--- src/hw/rtl/chebjac_pkg.sv ---
// Shared types and constants for the Chebyshev Jacobian evaluator.
// Holds the fixed-point widths, register indexes, request codes, sequencer states
// and the multiplier request bundle. Depends on nothing.
package chebjac_pkg;

    localparam int ANG_W      = 32;  // Q4.28 angle
    localparam int COEF_W     = 32;  // Q8.24 coefficient and result
    localparam int SCL_W      = 31;  // unsigned Q7.24 scale
    localparam int DEG_W      = 3;
    localparam int X_W        = 30;  // normalised angle and T_n, Q.28 in [-1, 1]
    localparam int U_W        = 34;  // U_n, Q.28 in [-(n+1), n+1] for orders up to 15
    localparam int D_W        = 26;  // T_n', Q.16
    localparam int S_W        = 38;  // inner sum, Q.24
    localparam int MA_W       = 38;
    localparam int MB_W       = 32;
    localparam int MP_W       = MA_W + MB_W;
    localparam int ACC_W      = 64;  // outer sum, Q.40
    localparam int R_W        = 58;  // high partial product of the scale step
    localparam int CFG_IDX_W  = 3;
    localparam int CFG_DATA_W = 32;

    localparam logic [CFG_IDX_W-1:0] CFG_A_MIN    = 3'd0;
    localparam logic [CFG_IDX_W-1:0] CFG_A_SCALE  = 3'd1;
    localparam logic [CFG_IDX_W-1:0] CFG_B_MIN    = 3'd2;
    localparam logic [CFG_IDX_W-1:0] CFG_B_SCALE  = 3'd3;
    localparam logic [CFG_IDX_W-1:0] CFG_A_DEGREE = 3'd4;
    localparam logic [CFG_IDX_W-1:0] CFG_B_DEGREE = 3'd5;

    localparam logic REQ_WRITE = 1'b0;
    localparam logic REQ_EVAL  = 1'b1;

    typedef enum logic [4:0] {
        S_IDLE,
        S_NORM_M,
        S_NORM_P,
        S_BINIT,
        S_D_M,
        S_D_P,
        S_T_M,
        S_T_P,
        S_U_M,
        S_U_P,
        S_IN,
        S_IN_END,
        S_OUT_M,
        S_OUT_P,
        S_HI_M,
        S_HI_P,
        S_LO_M,
        S_LO_P,
        S_DONE
    } state_t;

    typedef struct packed {
        logic signed [MA_W-1:0] a;
        logic signed [MB_W-1:0] b;
    } mul_req_t;

endpackage

--- src/hw/rtl/chebjac_mul.sv ---
// Shared signed multiplier with a registered product.
// Every multiplication of the evaluator passes through this unit.
// Depends on chebjac_pkg.
module chebjac_mul
    import chebjac_pkg::*;
(
    input  logic                   clk,
    input  mul_req_t               req,
    output logic signed [MP_W-1:0] prod
);

    logic signed [MA_W-1:0] op_a;
    logic signed [MB_W-1:0] op_b;

    assign op_a = req.a;
    assign op_b = req.b;

    always_ff @(posedge clk)
    begin
        prod <= MP_W'(op_a * op_b);
    end

endmodule

--- config.mk ---
export PLATFORM = sky130hd
export DESIGN_NAME = chebjac_mul
export DESIGN_NICKNAME = d
export VERILOG_FILES = /design/src/hw/rtl/chebjac_pkg.sv /design/src/hw/rtl/chebjac_mul.sv
export SDC_FILE = /design/constraint.sdc
export NUM_CORES = 2
export LEC_CHECK = 0
export ABC_AREA = 0
export BUFFER_PORTS_ARGS = -buffer_cell sky130_fd_sc_hd__buf_2
export CELL_PAD_IN_SITES_DETAIL_PLACEMENT = 1
export CELL_PAD_IN_SITES_GLOBAL_PLACEMENT = 1
export CORE_MARGIN = 2
export CORE_UTILIZATION = 35
export CTS_CLUSTER_SIZE = 12
export DETAILED_ROUTE_END_ITERATION = 8
export GPL_TIMING_DRIVEN = 1
export HOLD_SLACK_MARGIN = 0.08
export PLACE_DENSITY = 0.68
export SLEW_MARGIN = 20
export SYNTH_ARGS = -nofsm -noshare
export SYNTH_HDL_FRONTEND = slang
export SYNTH_SLANG_ARGS = --single-unit
export TNS_END_PERCENT = 30
--- constraint.sdc ---
create_clock -name clk -period 8.9 [get_ports clk]
set_clock_uncertainty 0.05 [all_clocks]
set_input_delay 0 -clock clk [delete_from_list [all_inputs] [get_ports clk]]
set_output_delay 0 -clock clk [all_outputs]
set_load 0.05 [all_outputs]
==> results.json <==
{
  "mostFrequentLayoutCell": "fa_1",
  "post_cts_buffers": 0,
  "cts_num_sinks": 70,
  "ys_warn_count": 0,
  "layout.nets": 6109,
  "tns_ps": 0,
  "tritoncts.num_buffers": 9,
  "first_iter_violations": 1350,
  "post-route-util": 0.373,
  "synth.avg_cell_area_um2": 9.39,
  "crit_family": "adder cells",
  "setup_slack_ps": 575,
  "reg_top3": "prod (70)",
  "cp_slowest_stage_delay_ps": 840,
  "die_area_um2": 127000,
  "ys_seq_area_frac": 0.0322,
  "cts_tree": "done",
  "crit_type": "input pin to register",
  "path_buf_inv": 4,
  "grt_start_max_net_pins": 39,
  "numPortBuffers": 140,
  "overflow": 0,
  "clk_pin_slew_ps": 90,
  "syn_nets": 6161,
  "drtPass1Iterations": 7,
  "arrival_ps": 8580,
  "cts_resized": 0,
  "start_util": 0.352,
  "syn_inst": 4632,
  "grt_pass1_vias": 35900,
  "rsz0062_at_grt": "false",
  "clock-root-buffer": "clkbuf_16",
  "grt_pass1_wl_mm": 207,
  "syn_area_um2": 43500,
  "startpoint": "req[9]",
  "wire_per_inst_um": 21.0,
  "cp.required_ps": 9150,
  "drv_slew": 0,
  "grt_usage": 0.214,
  "most-common-layout-cells": "fa_1, inv_1, nand2_1, and2_1, ha_1",
  "hold_viol_final": 0,
  "slowest_stage": "a211oi_1",
  "drt-total-wl_mm": 131,
  "crit_chain": "buf_2, nand2_1, fa_1, fa_1, inv_1, fa_1, fa_1, inv_1, fa_1, fa_1, fa_1, fa_1, inv_1, ha_1, and3_1, nand4_1, a211oi_1, o21ai_0, a211o_1, o211ai_1",
  "critPathLaunchType": "input pin",
  "fin_crit_sh": 0.935,
  "path_depth": 20,
  "synth_seq_cells": 70,
  "ys_async_sr_fraction": 0,
  "path_common_cell": "fa_1",
  "detail-route-antenna-nets": 0,
  "die_x_um": 357,
  "io_pins": 141,
  "vias": 30500,
  "cap_viol_max_count": 0,
  "syn_to_final_growth_pct": 5.93,
  "crit_path_end_kind": "register",
  "drcViolationCount": 0,
  "hold_buffers": 0,
  "max_slew_margin": 0.349,
  "pre_cts_slack_ps": 358,
  "gp_congestion": 0.871,
  "hp-class": "input pin to register",
  "cts_max_path_buffers": 2,
  "critPathMaxFanout": 30,
  "synth.distinct_cells": 70,
  "period_minus_slack_ps": 8330,
  "largest_reg_flops": 70,
  "worst_slew_pin_slew_ps": 971,
  "synth_edf_count": 0,
  "top_register": "prod",
  "ys.flop_type": "dfxtp_1",
  "die_h_um": 357,
  "setup_viol": 0,
  "antenna_found_initial": 17,
  "drive_above_1_share": 0.0539,
  "dp_hpwl_mm": 113,
  "core_area_um2": 123000,
  "status": "completed",
  "placementRows": 129,
  "htreeDepth": 3,
  "timing.fmax_ghz": 0.120,
  "vias_per_cell": 4.90,
  "crit_end": "prod[67]"
}
per-layer routing:
metal / up-vias / GRT usage / share of wire
met5: - / 0 / 0.00061
met4: 12 / 0.0620 / 0.033
met3: 189 / 0.0230 / 0.034
met2: 532 / 0.408 / 0.55
met1: 16800 / 0.252 / 0.38
li1: 13000 / - / -
worst min-delay path by stage:
stage                         from       end  slack (ps)  cells after the start
after detailed placement  prod[23]  prod[23]         420                      1
after floorplan            req[32]   prod[0]          80                      1
final                       req[0]   prod[0]         130                      2
after global placement    prod[20]  prod[20]         420                      1
after CTS                   req[0]   prod[0]         100                      2
after global routing        req[0]   prod[0]         140                      2
per-stage QoR:
step | cell area, um^2 | cells | hold slack (ps)
after global routing | 46100 | 6222 | 139
after floorplan | 43500 | 4632 | 77.3
after detailed placement | 45700 | 6206 | 420
final | 46100 | 6226 | 129
after global placement | 45700 | 6206 | 418
after CTS | 46100 | 6222 | 103
cells by family (layout without fill, tap and decap cells):
logic type      Yosys count  after routing  synth area share
buf+inv                1413           1366             0.122
flops                    70             70            0.0322
xor+xnor                 73             73            0.0147
simple gates           1388           1388             0.157
other cells               0              4                 0
compound gates          229            229            0.0374
mux                       1              1          0.000259
fa+ha+maj              1458           1458             0.637
synthesized netlist by cell type, types with 3 or more instances:
cell | n | area, um^2
o21ai_1 | 7 | 35.0
nand2_1 | 672 | 2520
a21o_1 | 37 | 278
o31ai_1 | 7 | 52.6
inv_1 | 1146 | 4300
nand4_1 | 20 | 125
a211oi_1 | 7 | 52.6
nor4_1 | 3 | 18.8
buf_1 | 9 | 33.8
ha_1 | 196 | 2450
a311oi_1 | 3 | 26.3
o21bai_1 | 9 | 67.6
a21boi_0 | 4 | 30.0
nor2_1 | 71 | 267
a221oi_1 | 4 | 35.0
fa_1 | 1262 | 25300
a211o_1 | 6 | 52.6
nand3_1 | 11 | 55.1
and2_1 | 552 | 3450
o21a_1 | 11 | 82.6
xor2_1 | 26 | 228
or2_2 | 5 | 31.3
xnor2_1 | 47 | 412
nor3_1 | 16 | 80.1
and3_1 | 7 | 43.8
nand2b_1 | 15 | 93.8
a21oi_1 | 64 | 320
clkbuf_1 | 257 | 965
o211ai_1 | 5 | 37.5
nor2b_1 | 7 | 43.8
o21ai_0 | 28 | 140
dfxtp_1 | 70 | 1400
area by class of cell:
type / instances / area (um^2)
inverter: 1146 / 4300
sequential: 70 / 1400
fill: 14300 / 77400
clock buffer: 9 / 225
multi-input combinational: 3149 / 36800
timing repair buffer: 204 / 1190
antenna: 4 / 10.0
clock inverter: 7 / 105
tap: 1637 / 2050
Power is left out: the tool's default activity adds up to more than one toggle a clock period on the data nets, which glitch-free logic cannot reach.
